<file path="config.mk">
export PLATFORM = sky130hd
export DESIGN_NAME = rgb_to_hsv_convert
export DESIGN_NICKNAME = d
export VERILOG_FILES = /design/src/hdl/rth_pkg.sv /design/src/hdl/rgb_to_hsv_convert.sv /design/src/hdl/rth_divide.sv
export SDC_FILE = /design/constraint.sdc
export NUM_CORES = 1
export LEC_CHECK = 0
export ABC_CLOCK_PERIOD_IN_PS = 14100
export BUFFER_PORTS_ARGS = -buffer_cell sky130_fd_sc_hd__buf_2
export CORE_MARGIN = 2
export CORE_UTILIZATION = 35
export DETAILED_ROUTE_END_ITERATION = 10
export PLACE_DENSITY = 0.54
export SLEW_MARGIN = 10
export SYNTH_ARGS = -nofsm -noshare
export SYNTH_HDL_FRONTEND = slang
export SYNTH_SLANG_ARGS = --single-unit
</file>
<file path="constraint.sdc">
create_clock -name clock -period 14.1 [get_ports clock]
set_clock_uncertainty 0.05 [all_clocks]
set_input_delay 4.23 -clock clock [delete_from_list [all_inputs] [get_ports clock]]
set_output_delay 4.23 -clock clock [all_outputs]
set_load 0.02 [all_outputs]
</file>
<file path="src/hdl/rth_pkg.sv">
// ----------------------------------------------------------------------------
// rth_pkg
// Shared constants and the restoring-division step for the RGB to HSV block.
// ----------------------------------------------------------------------------
package rth_pkg;

   localparam int PIX_W = 8;
   localparam int NUM_W = 2 * PIX_W;
   localparam int HUE_SUM_W = 11;

   // Quotient bits resolved per pipeline stage of the divider.
   localparam int DIV_STEPS = 2;
   localparam int DIV_STAGES = PIX_W / DIV_STEPS;

   // Prep stage, divider stages, hue sum stage and output stage.
   localparam int TOTAL_STAGES = DIV_STAGES + 3;

   localparam logic [HUE_SUM_W-1:0] HUE_UNIT_YLW = 11'd256;
   localparam logic [HUE_SUM_W-1:0] HUE_UNIT_CYN = 11'd768;
   localparam logic [HUE_SUM_W-1:0] HUE_UNIT_MAG = 11'd1280;

   // x / 6 equals (x * 43691) >> 18 for every x below 2^16.
   localparam logic [15:0] RECIP_SIX = 16'd43691;
   localparam int RECIP_SHIFT = 18;
   localparam int PROD_W = HUE_SUM_W + 16;

   // Multiply an 8-bit value by 255 as a shift and a subtract.
   function automatic logic [NUM_W-1:0] times_full_scale(input logic [PIX_W-1:0] x);
      return {x, {PIX_W{1'b0}}} - {{PIX_W{1'b0}}, x};
   endfunction

   // One restoring-division step. Result holds the new remainder in the
   // upper bits and the quotient bit in bit zero. The remainder coming in
   // is always below the divisor.
   function automatic logic [PIX_W:0] div_step(input logic [PIX_W-1:0] rem,
                                                input logic nbit,
                                                input logic [PIX_W-1:0] den);
      logic [PIX_W:0] trial;
      logic [PIX_W:0] diff;
      trial = {rem, nbit};
      diff = trial - {1'b0, den};
      if (trial >= {1'b0, den}) begin
         return {diff[PIX_W-1:0], 1'b1};
      end else begin
         return {trial[PIX_W-1:0], 1'b0};
      end
   endfunction

endpackage

</file>
<file path="src/hdl/rgb_to_hsv_convert.sv">
// ----------------------------------------------------------------------------
// rgb_to_hsv_convert
// Converts 8-bit RGB pixels to 8-bit hue, saturation and value.
// ----------------------------------------------------------------------------
// A request passes through the prep stage, the divider stages, the hue sum
// stage and the output stage. Throughput: one pixel per clock while the result
// channel is ready; the two pipelined dividers (two quotient bits per stage) set
// the depth of the pipeline. Each stage holds only while its successor is full and
// stalled, so bubbles close up. Reset clears every stage valid bit; payload is not reset.
module rgb_to_hsv_convert
   import rth_pkg::*;
(
   input  logic        clock,
   input  logic        reset,
   input  logic        req_tvalid,
   output logic        req_tready,
   input  logic [23:0] req_tdata,   // red [7:0], green [15:8], blue [23:16]
   output logic        rsp_tvalid,
   input  logic        rsp_tready,
   output logic [23:0] rsp_tdata    // hue [7:0], saturation [15:8], value [23:16]
);

   localparam int LAST_ST = TOTAL_STAGES - 1;

   // Valid bits and advance enables for all stages. Stage zero is the
   // prep stage, then the divider stages, the hue sum and the output.
   logic [TOTAL_STAGES-1:0] valid_ff;
   logic [TOTAL_STAGES-1:0] valid_in;
   logic [TOTAL_STAGES-1:0] stage_en;

   always_comb begin
      stage_en[LAST_ST] = !valid_ff[LAST_ST] || rsp_tready;
      for (int s = LAST_ST - 1; s >= 0; s--) begin
         stage_en[s] = !valid_ff[s] || stage_en[s+1];
      end
   end

   assign valid_in = (stage_en & {valid_ff[LAST_ST-1:0], req_tvalid})
                   | (~stage_en & valid_ff);

   always_ff @(posedge clock) begin
      if (reset) begin
         valid_ff <= '0;
      end else begin
         valid_ff <= valid_in;
      end
   end

   assign req_tready = stage_en[0];
   assign rsp_tvalid = valid_ff[LAST_ST];

   // ---------------------------------------------------------------------
   // Prep stage: extremes, range, sextant choice and the two dividends.
   // ---------------------------------------------------------------------
   logic [PIX_W-1:0] red;
   logic [PIX_W-1:0] green;
   logic [PIX_W-1:0] blue;

   assign red   = req_tdata[7:0];
   assign green = req_tdata[15:8];
   assign blue  = req_tdata[23:16];

   logic [PIX_W-1:0]     mx;
   logic [PIX_W-1:0]     mn;
   logic [PIX_W-1:0]     span;
   logic [PIX_W-1:0]     hue_c;
   logic [HUE_SUM_W-1:0] base_sel;
   logic                 add_sel;

   always_comb begin
      mx = red;
      mn = red;
      if (green > mx) begin
         mx = green;
      end
      if (blue > mx) begin
         mx = blue;
      end
      if (green < mn) begin
         mn = green;
      end
      if (blue < mn) begin
         mn = blue;
      end
      span = mx - mn;

      // Ties for the largest favor red, then green. Within each branch the
      // smallest component decides which side of the primary hue we are on.
      if (mx == red) begin
         if (mn == green) begin
            hue_c = blue;
            base_sel = HUE_UNIT_MAG;
            add_sel = 1'b1;
         end else begin
            hue_c = green;
            base_sel = HUE_UNIT_YLW;
            add_sel = 1'b0;
         end
      end else if (mx == green) begin
         if (mn == blue) begin
            hue_c = red;
            base_sel = HUE_UNIT_YLW;
            add_sel = 1'b1;
         end else begin
            hue_c = blue;
            base_sel = HUE_UNIT_CYN;
            add_sel = 1'b0;
         end
      end else if (mn == red) begin
         hue_c = green;
         base_sel = HUE_UNIT_CYN;
         add_sel = 1'b1;
      end else begin
         hue_c = red;
         base_sel = HUE_UNIT_MAG;
         add_sel = 1'b0;
      end
   end

   logic [NUM_W-1:0]     sat_num_ff;
   logic [NUM_W-1:0]     hue_num_ff;
   logic [PIX_W-1:0]     span_ff;
   logic [PIX_W-1:0]     max_ff;
   logic                 chroma_ff;
   logic [HUE_SUM_W-1:0] base_ff;
   logic                 add_ff;

   always_ff @(posedge clock) begin
      if (stage_en[0]) begin
         sat_num_ff <= times_full_scale(span);
         hue_num_ff <= times_full_scale(mx - hue_c);
         span_ff    <= span;
         max_ff     <= mx;
         chroma_ff  <= (span != '0);
         base_ff    <= base_sel;
         add_ff     <= add_sel;
      end
   end

   // ---------------------------------------------------------------------
   // Divider stages. Saturation divides by the maximum and hue by the
   // range; when the range is zero both results are forced to zero later,
   // so a zero divisor never reaches the output.
   // ---------------------------------------------------------------------
   logic [PIX_W-1:0] sat_quo;
   logic [PIX_W-1:0] hue_quo;

   rth_divide u_sat_div (
      .clock    (clock),
      .stage_en (stage_en[DIV_STAGES:1]),
      .num_in   (sat_num_ff),
      .den_in   (max_ff),
      .quo      (sat_quo)
   );

   rth_divide u_hue_div (
      .clock    (clock),
      .stage_en (stage_en[DIV_STAGES:1]),
      .num_in   (hue_num_ff),
      .den_in   (span_ff),
      .quo      (hue_quo)
   );

   // Side payload travels next to the dividers.
   logic [PIX_W-1:0]     dmax_ff    [DIV_STAGES];
   logic                 dchroma_ff [DIV_STAGES];
   logic [HUE_SUM_W-1:0] dbase_ff   [DIV_STAGES];
   logic                 dadd_ff    [DIV_STAGES];

   for (genvar s = 0; s < DIV_STAGES; s++) begin : g_side
      if (s == 0) begin : g_first
         always_ff @(posedge clock) begin
            if (stage_en[1]) begin
               dmax_ff[0]    <= max_ff;
               dchroma_ff[0] <= chroma_ff;
               dbase_ff[0]   <= base_ff;
               dadd_ff[0]    <= add_ff;
            end
         end
      end else begin : g_next
         always_ff @(posedge clock) begin
            if (stage_en[s+1]) begin
               dmax_ff[s]    <= dmax_ff[s-1];
               dchroma_ff[s] <= dchroma_ff[s-1];
               dbase_ff[s]   <= dbase_ff[s-1];
               dadd_ff[s]    <= dadd_ff[s-1];
            end
         end
      end
   end

   // ---------------------------------------------------------------------
   // Hue sum stage: offset the per-channel term from the sextant base.
   // ---------------------------------------------------------------------
   localparam int SUM_ST = DIV_STAGES + 1;

   logic [HUE_SUM_W-1:0] hsum_in;
   logic [HUE_SUM_W-1:0] hsum_ff;
   logic [PIX_W-1:0]     ssat_ff;
   logic [PIX_W-1:0]     smax_ff;
   logic                 schroma_ff;

   always_comb begin
      if (dadd_ff[DIV_STAGES-1]) begin
         hsum_in = dbase_ff[DIV_STAGES-1] + {{(HUE_SUM_W-PIX_W){1'b0}}, hue_quo};
      end else begin
         hsum_in = dbase_ff[DIV_STAGES-1] - {{(HUE_SUM_W-PIX_W){1'b0}}, hue_quo};
      end
   end

   always_ff @(posedge clock) begin
      if (stage_en[SUM_ST]) begin
         hsum_ff    <= hsum_in;
         ssat_ff    <= sat_quo;
         smax_ff    <= dmax_ff[DIV_STAGES-1];
         schroma_ff <= dchroma_ff[DIV_STAGES-1];
      end
   end

   // ---------------------------------------------------------------------
   // Output stage: divide the hue sum by six through a reciprocal multiply.
   // Grey and black pixels give zero hue and zero saturation.
   // ---------------------------------------------------------------------
   logic [PROD_W-1:0] hprod;
   logic [PIX_W-1:0]  hue_in;
   logic [PIX_W-1:0]  sat_in;
   logic [PIX_W-1:0]  hue_ff;
   logic [PIX_W-1:0]  sat_ff;
   logic [PIX_W-1:0]  val_ff;

   assign hprod  = {{(PROD_W-HUE_SUM_W){1'b0}}, hsum_ff} * {{(PROD_W-16){1'b0}}, RECIP_SIX};
   assign hue_in = schroma_ff ? hprod[RECIP_SHIFT+PIX_W-1:RECIP_SHIFT] : '0;
   assign sat_in = schroma_ff ? ssat_ff : '0;

   always_ff @(posedge clock) begin
      if (stage_en[LAST_ST]) begin
         hue_ff <= hue_in;
         sat_ff <= sat_in;
         val_ff <= smax_ff;
      end
   end

   assign rsp_tdata = {val_ff, sat_ff, hue_ff};

endmodule

</file>
<file path="src/hdl/rth_divide.sv">
// ----------------------------------------------------------------------------
// rth_divide
// Pipelined restoring divider, 16-bit dividend over 8-bit divisor, for
// quotients known to fit in 8 bits.
// ----------------------------------------------------------------------------
module rth_divide
   import rth_pkg::*;
(
   input  logic                  clock,
   input  logic [DIV_STAGES-1:0] stage_en,
   input  logic [NUM_W-1:0]      num_in,
   input  logic [PIX_W-1:0]      den_in,
   output logic [PIX_W-1:0]      quo
);

   logic [PIX_W-1:0] rem_ff [DIV_STAGES];
   logic [PIX_W-1:0] low_ff [DIV_STAGES];
   logic [PIX_W-1:0] den_ff [DIV_STAGES];
   logic [PIX_W-1:0] quo_ff [DIV_STAGES];

   for (genvar s = 0; s < DIV_STAGES; s++) begin : g_stage
      logic [PIX_W-1:0] src_rem;
      logic [PIX_W-1:0] src_low;
      logic [PIX_W-1:0] src_den;
      logic [PIX_W-1:0] src_quo;
      logic [PIX_W-1:0] rem_in;
      logic [PIX_W-1:0] low_in;
      logic [PIX_W-1:0] quo_in;

      if (s == 0) begin : g_first
         // The upper dividend half is already below the divisor.
         assign src_rem = num_in[NUM_W-1:PIX_W];
         assign src_low = num_in[PIX_W-1:0];
         assign src_den = den_in;
         assign src_quo = '0;
      end else begin : g_next
         assign src_rem = rem_ff[s-1];
         assign src_low = low_ff[s-1];
         assign src_den = den_ff[s-1];
         assign src_quo = quo_ff[s-1];
      end

      always_comb begin
         logic [PIX_W:0] step;
         rem_in = src_rem;
         low_in = src_low;
         quo_in = src_quo;
         for (int k = 0; k < DIV_STEPS; k++) begin
            step = div_step(rem_in, low_in[PIX_W-1], src_den);
            rem_in = step[PIX_W:1];
            quo_in = {quo_in[PIX_W-2:0], step[0]};
            low_in = {low_in[PIX_W-2:0], 1'b0};
         end
      end

      always_ff @(posedge clock) begin
         if (stage_en[s]) begin
            rem_ff[s] <= rem_in;
            low_ff[s] <= low_in;
            den_ff[s] <= src_den;
            quo_ff[s] <= quo_in;
         end
      end
   end

   assign quo = quo_ff[DIV_STAGES-1];

endmodule

</file>
* Yosys cells after proc, flatten, opt, wreduce, memory -nomap -nowiden
Memory sizes are Yosys's and may differ from the RTL's. A register that Yosys moved wholly into a read port is not among the register bits.
Cells that the tools add are included.
** Operators by class
- Eq/ne operators :: 5
- Div/mod/pow operators :: 0
- Bitwise operators :: 4
- Shifts and indexed selects :: 0
- Multipliers :: 1
- Reduce and logical (&&, ||, !) cells :: 15
- Muxes and demuxes :: 44
- Magnitude comparators :: 20
- Add/sub/neg operators :: 22
** Operators by type and width (count)
- >= comparator 9 x 8 -> 1 bit :: 16
- two-way mux 9 bit :: 16
- subtractor 8 bit :: 18
- two-way mux 8 bit :: 9
- two-way mux 11 bit :: 5
- == test 8 bit :: 5
- subtractor 16 x 8 -> 16 bit :: 2
- multiplier 11 x 16 -> 26 bit, second input constant :: 1
- > comparator 8 bit :: 2
- less-than comparator 8 bit :: 2
- AND 7 bit :: 2
- two-way mux 1 bit :: 13
- adder 11 x 8 -> 11 bit :: 1
- subtractor 11 x 8 -> 11 bit :: 1
- two-way mux 10 bit :: 1
- nonzero test 8 bit :: 1
- zero test 1 bit :: 7
- logical OR 1 bit :: 7
- inverter 7 bit :: 1
- OR 7 bit :: 1
** Storage, ports and cells
- Logic and storage cells :: 135
- RAM bits :: 324
- Output and inout port bits :: 26
- Bits in latches :: 0
- Memories :: 12
- Register bits :: 103
- Bits in read-only memories :: 0
- Input bits :: 28
** Memories
- dbase_ff :: words 4, bits a word 11, read ports 4, clocked after memory_dff 0, write ports 4, RTL line rgb_to_hsv_convert.sv:167 : logic [HUE_SUM_W-1:0] dbase_ff [DIV_STAGES];
- dmax_ff :: words 4, bits a word 8, read ports 4, clocked after memory_dff 1, write ports 4, RTL line rgb_to_hsv_convert.sv:165 : logic [PIX_W-1:0] dmax_ff [DIV_STAGES];
- u_hue_div.den_ff :: words 4, bits a word 8, read ports 3, clocked after memory_dff 0, write ports 4, RTL line rth_divide.sv:18 : logic [PIX_W-1:0] den_ff [DIV_STAGES];
- u_hue_div.quo_ff :: words 4, bits a word 8, read ports 4, clocked after memory_dff 0, write ports 4, RTL line rth_divide.sv:19 : logic [PIX_W-1:0] quo_ff [DIV_STAGES];
- u_hue_div.rem_ff :: words 4, bits a word 8, read ports 3, clocked after memory_dff 0, write ports 4, RTL line rth_divide.sv:16 : logic [PIX_W-1:0] rem_ff [DIV_STAGES];
- u_sat_div.den_ff :: words 4, bits a word 8, read ports 3, clocked after memory_dff 0, write ports 4, RTL line rth_divide.sv:18
- 6 more memories

* Longest topological paths before layout
Gate-level depths: netlist of run 1.
- Word-level depth :: 11
- Depth in mapped cells :: 37
- Depth with buffers taken out :: 34

* Modules after synthesis
From an unflattened synthesis of run 1, not the netlist that was laid out.
** Unflattened totals
- Cells, all modules :: 1910
- Area, all modules :: 21718.3 um2
** Modules (own cells, without submodules)
- rgb_to_hsv_convert :: cells each 886, times used 1, seq. area each 4674.5 um2, area each 10266.1 um2
- rth_divide at u_hue_div :: cells each 514, times used 1, seq. area each 2402.3 um2, area each 5746.8 um2
- rth_divide at u_sat_div :: cells each 510, times used 1, seq. area each 2402.3 um2, area each 5705.5 um2

* Worst setup path after synthesis of run 1
OpenSTA, ideal clock, no wires.
- Path type :: input-to-reg
- Start point :: input port req_tdata[7]
- End point :: register hue_num_ff[10], data pin
- Setup time :: 267 ps
- Cell stages on the path :: 34
- Path slack :: 2825 ps
- Arrival time :: 10958 ps
- Path buffers :: 5
- Cell sequence :: clkbuf_1 > inv_1 > ha_1 > a21oi_1 > o21ai_2 > buf_2 > inv_1 > nand2_1 > nand2_1 > clkbuf_1 > nor2_1 > a21oi_1 > ha_1 > and3_4 > a221o_1 > a22o_4 > a21oi_2 > a32oi_1 > a2111o_1 > nor4b_4 > buf_2 > buf_1 > o31ai_1 > ha_1 > fa_1 > nor2b_1 > o21ai_0 > nand2b_1 > xor2_1 > nor4_1 > nand2_1 > or3_1 > mux2i_1 > o21ai_0
** On the way
- Longest elaborated chain between the ends :: 10
- Elaborated cells between the ends (all ways) :: 20
- Classes of those cells :: add/sub: 2; order compare: 4; eq/ne: 5; mux: 9
** RTL lines
- start, declared :: RTL line rgb_to_hsv_convert.sv:17 : input logic [23:0] req_tdata,
- less-than comparator 8 bit :: RTL line rgb_to_hsv_convert.sv:79 : if (green < mn) begin
- two-way mux 8 bit :: RTL line rgb_to_hsv_convert.sv:79
- less-than comparator 8 bit :: RTL line rgb_to_hsv_convert.sv:82 : if (blue < mn) begin
- two-way mux 8 bit :: RTL line rgb_to_hsv_convert.sv:82
- == test 8 bit, on equally long branches :: RTL line rgb_to_hsv_convert.sv:109, rgb_to_hsv_convert.sv:100
- two-way mux 8 bit, on equally long branches :: RTL line rgb_to_hsv_convert.sv:109, rgb_to_hsv_convert.sv:100
- two-way mux 8 bit :: RTL line rgb_to_hsv_convert.sv:99 : end else if (mx == green) begin
- two-way mux 8 bit :: RTL line rgb_to_hsv_convert.sv:89 : if (mx == red) begin
- subtractor 8 bit * :: RTL line rgb_to_hsv_convert.sv:131 : hue_num_ff <= times_full_scale(mx - hue_c);
- subtractor 16 x 8 -> 16 bit * :: RTL line rth_pkg.sv:29 : return {x, {PIX_W{1'b0}}} - {{PIX_W{1'b0}}, x};
- end signal, assigned :: RTL line rgb_to_hsv_convert.sv:131
- end, declared :: RTL line rgb_to_hsv_convert.sv:121 : logic [NUM_W-1:0] hue_num_ff;
Mark *: on every way between the ends. The rest lies on a longest branch, timed or not.
A chain may end at the register's enable or synchronous reset.

* Worst setup path in the final report of run 1
- Start point :: input port req_tdata[7]
- End point :: register hue_num_ff[12], data pin
Same word-level chain as after synthesis.

==> reports/summary.txt, run 1 <==
total routed wirelength -> 44500 µm
Post-Syn Nets -> 2214
first-pass GRT wire length -> 73000 µm
Seq cells post-synth -> 291
TritonRoute pass-1 iters -> 5
Final HPWL DP -> 35600 µm
Post-CTS Setup Inserts -> 0
vias in the first global route -> 14185
# resized after CTS -> 0
status -> completed
Area Overhead vs Synth -> 10.3%
Root Buffer -> clkbuf_16
hold_buf cts -> 0
clk slew on worst S/H paths -> 0.07 ns
Final Wtd Congestion -> 0.873
final hold viol count -> 0
Die ar. -> 60500 µm²
Reg-to-Reg Start -> max_ff[1]$_DFFE_PN_
Antenna Nets Post-Route -> 0
Slew Limit Fails -> 0
layout cells sized above 1 -> 0.102
crit start category -> input pin
register area -> 8670 µm²
biggest area consumer among synthesized cells -> edfxtp_1
clk sinks -> 291
commonest cells in the synthesized netlist -> edfxtp_1 (284), ha_1 (241), inv_1 (229), o21ai_0 (122), nand2_1 (120)
crit path launch -> req_tdata[7]
R2R setup slack -> 7.12 ns
Most common cell on crit path -> nand2_1
unrepaired setup endpoints after global routing -> no
fill count -> 5637
H-tree levels -> 1
Die H -> 246 µm
largest net degree at the start of global routing -> 53
Syn Inst Count -> 1889
DRC viols -> 0
gr usage total -> 0.149
CP endpoint -> hue_num_ff[12]$_DFFE_PN_
GRT overflow -> 0
setup TNS -> 0 ns
setup violators final -> 0
Worst Path Arrival -> 12.47 ns
io pins -> 54
Final nets -> 2267
Min Hold Slack -> 0.357 ns
Die Wd -> 246 µm
initial antenna violation count -> 0
area share of the largest cell type after synthesis -> 0.416
vias per cell -> 4.97
Slew @ Worst Pin -> 1.13 ns
register area share after synthesis -> 0.423
multi-input logic area -> 10800 µm²
CTS Buffer Depth -> 3
slowest CP cell -> a22oi_4
most common cell in the netlist -> edfxtp_1
vias -> 13578
core area -> 57800 µm²
routed len/inst -> 16.3 µm
clock latency on the worst-skew pair -> 0.57 ns
relative slew slack -> 0.242
Starting Density -> 0.354
ys async rst share -> 0
Max Cap Viol -> 0
Warnings, synthesis -> 0
period utilization -> 0.865
row cnt -> 88
Distinct cells, synth -> 83
Worst Path Required -> 14.36 ns
number of synthesized flops with an enable pin -> 284
Worst Path Max Fanout -> 27
main flop type after synthesis -> edfxtp_1
FF-to-FF End -> u_sat_div.rem_ff[0][7]$_DFFE_PN_
Setup crit end kind -> flop
starting DRC count in detailed routing -> 557
Synth Cell Area -> 20500 µm²
path depth of the worst reg2reg path -> 26
Fmax -> 82.0 MHz
diode count -> 0
Avg Cell Area, Syn -> 10.8 µm²
Worst path max stage delay -> 0.62 ns
Synth area leaders -> edfxtp_1 (42%), ha_1 (15%), fa_1 (5.5%), inv_1 (4.2%), xnor2_1 (4.1%)
Critical Setup Path Class -> input pin to flop
CTS tree -> built
HP Class -> flop to flop
Buffers on Ports -> 53
crit path time final -> 12.20 ns
cts bufs inserted -> 31
layout by cell type, fill, tap and decap left out, types with 6 or more instances in the layout:
| master | count |
|---|---|
| or4_1 | 9 |
| nor4_1 | 6 |
| mux2_2 | 48 |
| buf_4 | 9 |
| inv_1 | 228 |
| a21o_1 | 34 |
| buf_2 | 53 |
| fa_1 | 56 |
| and2_1 | 23 |
| o211ai_1 | 6 |
| nand4_1 | 30 |
| mux2i_1 | 20 |
| nand2_1 | 119 |
| a21oi_1 | 104 |
| o21ai_0 | 122 |
| o31ai_1 | 14 |
| nand3_1 | 19 |
| xnor2_1 | 95 |
| dfxtp_1 | 7 |
| o21a_1 | 9 |
| o21bai_1 | 6 |
| o31a_1 | 6 |
| a21oi_2 | 7 |
| nand2b_1 | 29 |
| ha_1 | 241 |
| edfxtp_1 | 284 |
| clkbuf_16 | 31 |
| a21boi_0 | 21 |
| clkinv_1 | 13 |
| o22ai_1 | 8 |
| nor2b_1 | 40 |
| xor2_1 | 37 |
| a31oi_1 | 6 |
| nor2_1 | 118 |
critical path, delay by kind of cell:
family,cells,cell delay (ns)
and+or+nand+nor,14,3.02
AOI/OAI and AO/OA,10,3.08
muxes,2,0.49
xor gates and xnor gates,1,0.11
buffers and inverters,3,0.62
adders and majority gates,3,0.89
layer usage:
metal,vias up,part of all wire,global-route usage
li1,6826,-,-
met1,6442,0.44,0.182
met2,230,0.50,0.269
met3,80,0.030,0.0164
met4,0,0.036,0.0574
met5,-,0,0
how the worst min path moves through the flow:
stage	cells after the start	end	startpoint	slack (ns)
after floorplan	0	dadd_ff[0]$_DFFE_PN_	add_ff$_DFFE_PN_	0.35
after detailed placement	0	dchroma_ff[1]$_DFFE_PP_	dchroma_ff[0]$_DFFE_PN_	0.35
after CTS	0	dchroma_ff[1]$_DFFE_PP_	dchroma_ff[0]$_DFFE_PN_	0.35
final	0	dchroma_ff[1]$_DFFE_PP_	dchroma_ff[0]$_DFFE_PN_	0.36
after global placement	0	val_ff[4]$_DFFE_PP_	smax_ff[4]$_DFFE_PP_	0.35
after global routing	0	dbase_ff[2][10]$_DFFE_PP_	dbase_ff[1][10]$_DFFE_PP_	0.36
registers in the layout, summed over array words and instances (netlist names), 4 cells and up, named ones only:
signal / cells
hue_num_ff: 16
dbase_ff: 8
max_ff: 8
ssat_ff: 8
hue_ff: 8
smax_ff: 8
u_sat_div.low_ff: 9
span_ff: 7
hsum_ff: 11
sat_ff: 8
u_sat_div.quo_ff: 20
u_hue_div.low_ff: 12
dmax_ff: 16
u_hue_div.den_ff: 24
sat_num_ff: 16
dchroma_ff: 4
u_hue_div.rem_ff: 24
dadd_ff: 4
u_sat_div.den_ff: 16
u_hue_div.quo_ff: 20
u_sat_div.rem_ff: 24
val_ff: 8
logic make-up (layout without fill, tap and decap cells):
family / count (synthesis) / after routing / synth area share
compound gates: 394 / 394 / 0.124
xor+xnor: 133 / 133 / 0.0572
mux: 69 / 69 / 0.0369
simple gates: 431 / 431 / 0.105
buf+inv: 274 / 352 / 0.0514
flops: 291 / 291 / 0.423
fa+ha+maj: 297 / 297 / 0.202
layout make-up:
type | count | share of cell area
clock inverters | 26 | 0.00919
inverters | 232 | 0.0385
clock buffers | 32 | 0.0345
multi-input cells | 1324 | 0.477
well taps | 765 | 0.0424
flip-flops and latches | 291 | 0.384
repair buffers | 62 | 0.0147
through the flow:
stage / area, µm² / setup WS (ns) / util / instances
final: 22600 / 1.90 / 0.391 / 2732
after detailed placement: 21600 / 1.29 / 0.374 / 2674
after global placement: 21600 / 1.35 / 0.374 / 2674
after global routing: 22600 / 0.981 / 0.391 / 2732
after CTS: 22600 / 1.89 / 0.391 / 2732
after floorplan: 20500 / 2.83 / - / 1889
Power of run 1 is left out: the tool's default activity adds up to more than one toggle a clock period on the data nets, which glitch-free logic cannot reach.
==> run 2, diff against run 1 <==
ABC_CLOCK_PERIOD_IN_PS = 12800   (was 14100)
HOLD_SLACK_MARGIN = 0.03   (was default)
clock period = 12.8 ns   (was 14.1 ns; I/O delays follow)
==> run 2 against run 1 <==
First-iteration DRC count increased by 4.1%. Final cell count increased by 0.18%. Clock-buffer cell count increased by 4. Critical endpoint is now hue_num_ff[10]$_DFFE_PN_.
==> reports/summary.txt, run 2 (synthesized netlist as in run 1, its figures left out) <==
HP Class -> flop to flop
Final nets -> 2272 (+0.22%)
commonest non-fill, non-tap cell in the layout -> edfxtp_1
clk sinks -> 291 (unchanged)
Starting Density -> 0.354 (unchanged)
path depth of the worst reg2reg path -> 26 (unchanged)
clk slew on worst S/H paths -> 0.06 ns (about the same)
hold_sp -> dbase_ff[2][9]$_DFFE_PP_
hold_buf cts -> 0 (unchanged)
Slew @ Worst Pin -> 1.12 ns (-0.00999 ns)
CTS Buffer Depth -> 3 (unchanged)
Worst Path Max Fanout -> 10 (-63%)
R2R setup slack -> 6.02 ns (-1.10 ns)
Root Buffer -> clkbuf_16
vias per cell -> 4.98 (+0.10%)
Slew Limit Fails -> 0 (unchanged)
Worst Path Required -> 13.05 ns (-1.31 ns)
Final HPWL DP -> 35300 µm (-0.71%)
most frequent cells in the layout -> edfxtp_1 (284), ha_1 (241), inv_1 (228)
Area Overhead vs Synth -> 10.7%
Die ar. -> 60500 µm² (unchanged)
largest net degree at the start of global routing -> 53 (unchanged)
relative slew slack -> 0.249 (+0.00669)
Cells on Worst Hold Path -> 0 (unchanged)
Setup crit end kind -> flop
unrepaired setup endpoints after global routing -> no
setup TNS -> 0 ns (unchanged)
slowest CP cell -> or4_1
TritonRoute pass-1 iters -> 6 (+1)
setup violators final -> 0 (unchanged)
cts bufs inserted -> 31 (unchanged)
Worst Path Arrival -> 11.95 ns (-0.52 ns)
Worst path max stage delay -> 0.56 ns (-0.06 ns)
Post-CTS Setup Inserts -> 0 (unchanged)
row cnt -> 88 (unchanged)
layout cells sized above 1 -> 0.106 (+0.00481)
Max Cap Viol -> 0 (unchanged)
starting DRC count in detailed routing -> 580 (+4.1%)
FF-to-FF End -> u_sat_div.rem_ff[0][7]$_DFFE_PN_
core area -> 57800 µm² (unchanged)
CTS tree -> built
Die Wd -> 246 µm (unchanged)
Fmax -> 85.5 MHz
clock latency on the worst-skew pair -> 0.58 ns (about the same)
final hold viol count -> 0 (unchanged)
gr usage total -> 0.147 (-0.00279)
total routed wirelength -> 43800 µm (-1.4%)
H-tree levels -> 1 (unchanged)
diode count -> 0 (unchanged)
first-pass GRT wire length -> 71600 µm (-1.9%)
DRC viols -> 0 (unchanged)
routed len/inst -> 16.0 µm (-1.6%)
Antenna Nets Post-Route -> 0 (unchanged)
period utilization -> 0.914
Buffers on Ports -> 53 (unchanged)
crit path time final -> 11.69 ns
vias -> 13617 (+0.29%)
hold endpoint -> dbase_ff[3][9]$_DFFE_PP_
Reg-to-Reg Start -> max_ff[1]$_DFFE_PN_
initial antenna violation count -> 0 (unchanged)
status -> completed
crit start category -> input pin
Die H -> 246 µm (unchanged)
io pins -> 54 (unchanged)
GRT overflow -> 0 (unchanged)
top flop regs -> u_hue_div.den_ff x24, u_hue_div.rem_ff x24, u_sat_div.rem_ff x24
Final Wtd Congestion -> 0.857 (-1.9%)
# resized after CTS -> 0 (unchanged)
Critical Setup Path Class -> input pin to flop
vias in the first global route -> 13969 (-1.5%)
-- run 2: cell count changes in the layout (fill, tap and decap cells not counted) --
| cell | change |
|---|---|
| clkbuf_8 | +2 |
| clkinv_4 | -1 |
| buf_4 | +5 |
| clkinv_2 | +3 |
| clkbuf_1 | +2 |
| clkinv_1 | -7 |
| bufinv_16 | +1 |
-- run 2: per-stage QoR --
stage          instances  worst slack [ns]  hold WS [ns]  cell area (µm²)   util
5_1_grt             2737             0.461         0.370            22700  0.392
3_5_place_dp        2679             0.604         0.355            21600  0.374
2_1_floorplan       1889              1.92         0.350            20500      -
6_report            2737              1.11         0.353            22700  0.392
4_1_cts             2737              1.21         0.350            22700  0.392
3_3_place_gp        2679             0.811         0.350            21600  0.374
-- run 2: worst max-delay path by stage --
stage / from / to / slack (ns) / cells after the start
6_report: req_tdata[3] / hue_num_ff[10]$_DFFE_PN_ / 1.11 / 32
5_1_grt: req_tdata[7] / hue_num_ff[10]$_DFFE_PN_ / 0.46 / 32
4_1_cts: req_tdata[3] / hue_num_ff[10]$_DFFE_PN_ / 1.21 / 32
3_5_place_dp: req_tdata[7] / hue_num_ff[10]$_DFFE_PN_ / 0.60 / 32
3_3_place_gp: req_tdata[7] / hue_num_ff[12]$_DFFE_PN_ / 0.81 / 32
2_1_floorplan: req_tdata[7] / hue_num_ff[10]$_DFFE_PN_ / 1.92 / 34
-- run 2: final cells by class --
class | count | area, µm²
clock buffer | 36 | 815
inverter | 232 | 871
fill | 5612 | 35100
clock inverter | 22 | 218
tap | 765 | 957
timing repair buffer | 67 | 370
sequential | 291 | 8670
multi-input combinational | 1324 | 10800
-- run 2: critical path: cells and delay by family --
family                     cells  cell delay (ns)
and+or+nand+nor               13             3.49
xor gates and xnor gates       1             0.10
buffers and inverters          2             0.35
adders and majority gates      3             1.01
muxes                          2             0.55
AOI/OAI and AO/OA             11             2.59
-- run 2: layer usage --
metal	wire [µm]	vias to the layer above	track usage
met4	1290	0	0.0508
met1	19700	6454	0.183
li1	-	6848	-
met5	0	-	0
met2	21500	242	0.261
met3	1340	73	0.0152
Power of run 2 is left out for the same reason.
==> run 3, diff against run 2 <==
REMOVE_ABC_BUFFERS = 1   (was default)
==> run 3 against run 2 <==
Non-clock buffer count is 4 lower. Critical path depth is 1 higher. Highest routed layer unchanged. Largest cell class unchanged. Maximum frequency is 0.20% lower. First-iteration DRC count is 7.2% lower.
==> reports/summary.txt, run 3 (synthesized netlist as in run 1, its figures left out) <==
status -> completed
Most common cell on crit path -> nand2_1
commonest non-fill, non-tap cell in the layout -> edfxtp_1
initial antenna violation count -> 0 (unchanged)
H-tree levels -> 1 (unchanged)
Worst path max stage delay -> 0.61 ns (+0.05 ns)
clock latency on the worst-skew pair -> 0.57 ns (about the same)
period utilization -> 0.915 (+0.00180)
most frequent cells in the layout -> edfxtp_1 (284), ha_1 (241), inv_1 (228)
Buffers on Ports -> 53 (unchanged)
Starting Density -> 0.354 (unchanged)
slowest CP cell -> a22oi_4
CTS tree -> built
TritonRoute pass-1 iters -> 5 (-1)
Slew @ Worst Pin -> 1.11 ns (-0.0112 ns)
path depth of the worst reg2reg path -> 26 (unchanged)
Critical Setup Path Class -> input pin to flop
largest net degree at the start of global routing -> 54 (+1.9%)
Area Overhead vs Synth -> 10.3%
vias per cell -> 5.00 (+0.49%)
setup TNS -> 0 ns (unchanged)
vias in the first global route -> 14039 (+0.50%)
Worst Path Max Fanout -> 27 (+17)
total routed wirelength -> 44600 µm (+1.6%)
R2R setup slack -> 6.10 ns (+0.08 ns)
diode count -> 0 (unchanged)
Post-CTS Setup Inserts -> 0 (unchanged)
Setup crit end kind -> flop
top flop regs -> u_hue_div.den_ff x24, u_hue_div.rem_ff x24, u_sat_div.rem_ff x24
Worst Path Required -> 13.05 ns (about the same)
Final Wtd Congestion -> 0.903 (+5.4%)
crit start category -> input pin
FF-to-FF End -> u_sat_div.rem_ff[0][7]$_DFFE_PN_
row cnt -> 88 (unchanged)
Antenna Nets Post-Route -> 0 (unchanged)
multi-input logic area -> 10800 µm² (unchanged)
Die ar. -> 60500 µm² (unchanged)
first-pass GRT wire length -> 72800 µm (+1.7%)
register area -> 8670 µm² (unchanged)
io pins -> 54 (unchanged)
Final nets -> 2268 (-0.18%)
CP endpoint -> hue_num_ff[10]$_DFFE_PN_
DRC viols -> 0 (unchanged)
crit path time final -> 11.72 ns (+0.0231 ns)
cts bufs inserted -> 31 (unchanged)
crit path launch -> req_tdata[7]
core area -> 57800 µm² (unchanged)
gr usage total -> 0.150 (+0.00297)
fill count -> 5607 (-0.089%)
relative slew slack -> 0.256 (+0.00748)
Reg-to-Reg Start -> max_ff[1]$_DFFE_PN_
Worst Path Arrival -> 11.97 ns (+0.02 ns)
routed len/inst -> 16.3 µm (+1.8%)
Die H -> 246 µm (unchanged)
# resized after CTS -> 0 (unchanged)
Slew Limit Fails -> 0 (unchanged)
HP Class -> flop to flop
Final HPWL DP -> 35500 µm (+0.44%)
starting DRC count in detailed routing -> 538 (-7.2%)
CTS Buffer Depth -> 3 (unchanged)
Fmax -> 85.3 MHz (-0.20%)
layout cells sized above 1 -> 0.102 (-0.00430)
setup violators final -> 0 (unchanged)
unrepaired setup endpoints after global routing -> no
clk sinks -> 291 (unchanged)
vias -> 13659 (+0.31%)
Max Cap Viol -> 0 (unchanged)
Die Wd -> 246 µm (unchanged)
clk slew on worst S/H paths -> 0.06 ns (about the same)
Root Buffer -> clkbuf_16
GRT overflow -> 0 (unchanged)
final hold viol count -> 0 (unchanged)
hold_buf cts -> 0 (unchanged)
-- run 3: changes by cell type in the layout (fill, tap and decap cells not counted), sizes merged --
cell	change
clkinvlp	+4
buf	-4
clkinv	-4
bufinv	-1
-- run 3: critical path, delay by kind of cell --
| family | cells | cell delay, ns |
|---|---|---|
| simple gates | 14 | 2.99 |
| compound gates | 10 | 2.99 |
| fa+ha+maj | 3 | 0.88 |
| buf+inv | 3 | 0.64 |
| mux | 2 | 0.48 |
| xor+xnor | 1 | 0.10 |
-- run 3: worst min path at each step --
stage                        startpoint                  endpoint  slack (ns)  cells after the start
4_1_cts         dchroma_ff[0]$_DFFE_PN_   dchroma_ff[1]$_DFFE_PP_        0.34                      0
6_report       dbase_ff[2][9]$_DFFE_PP_  dbase_ff[3][9]$_DFFE_PP_        0.36                      0
2_1_floorplan          add_ff$_DFFE_PN_      dadd_ff[0]$_DFFE_PN_        0.35                      0
3_5_place_dp       dadd_ff[1]$_DFFE_PP_      dadd_ff[2]$_DFFE_PP_        0.35                      0
5_1_grt         dchroma_ff[0]$_DFFE_PN_   dchroma_ff[1]$_DFFE_PP_        0.35                      0
3_3_place_gp    dmax_ff[3][1]$_DFFE_PP_      smax_ff[1]$_DFFE_PP_        0.35                      0
-- run 3: metal layers --
metal | vias up | part of all wire | track usage
met5 | - | 0 | 0
met4 | 0 | 0.030 | 0.0492
met3 | 83 | 0.032 | 0.0145
met2 | 242 | 0.50 | 0.274
met1 | 6498 | 0.44 | 0.182
li1 | 6836 | - | -
-- run 3: final cells by class --
cell class	instances	area share
clock buffer	36	0.0352
clock inverter	21	0.00864
sequential	291	0.384
inverter	232	0.0385
multi-input combinational	1324	0.477
timing repair buffer	63	0.0151
tap	765	0.0423
-- run 3: through the flow --
step                setup WS [ns]  cell area, µm²  cells  hold slack (ns)  utilization
floorplan                    1.83           20300   1847            0.350            -
global route                0.302           22600   2732            0.349        0.391
global placement            0.881           21600   2675            0.351        0.374
detailed placement          0.597           21600   2675            0.355        0.374
finish                       1.08           22600   2732            0.357        0.391
CTS                          1.21           22600   2732            0.344        0.391
Power of run 3 is left out for the same reason.
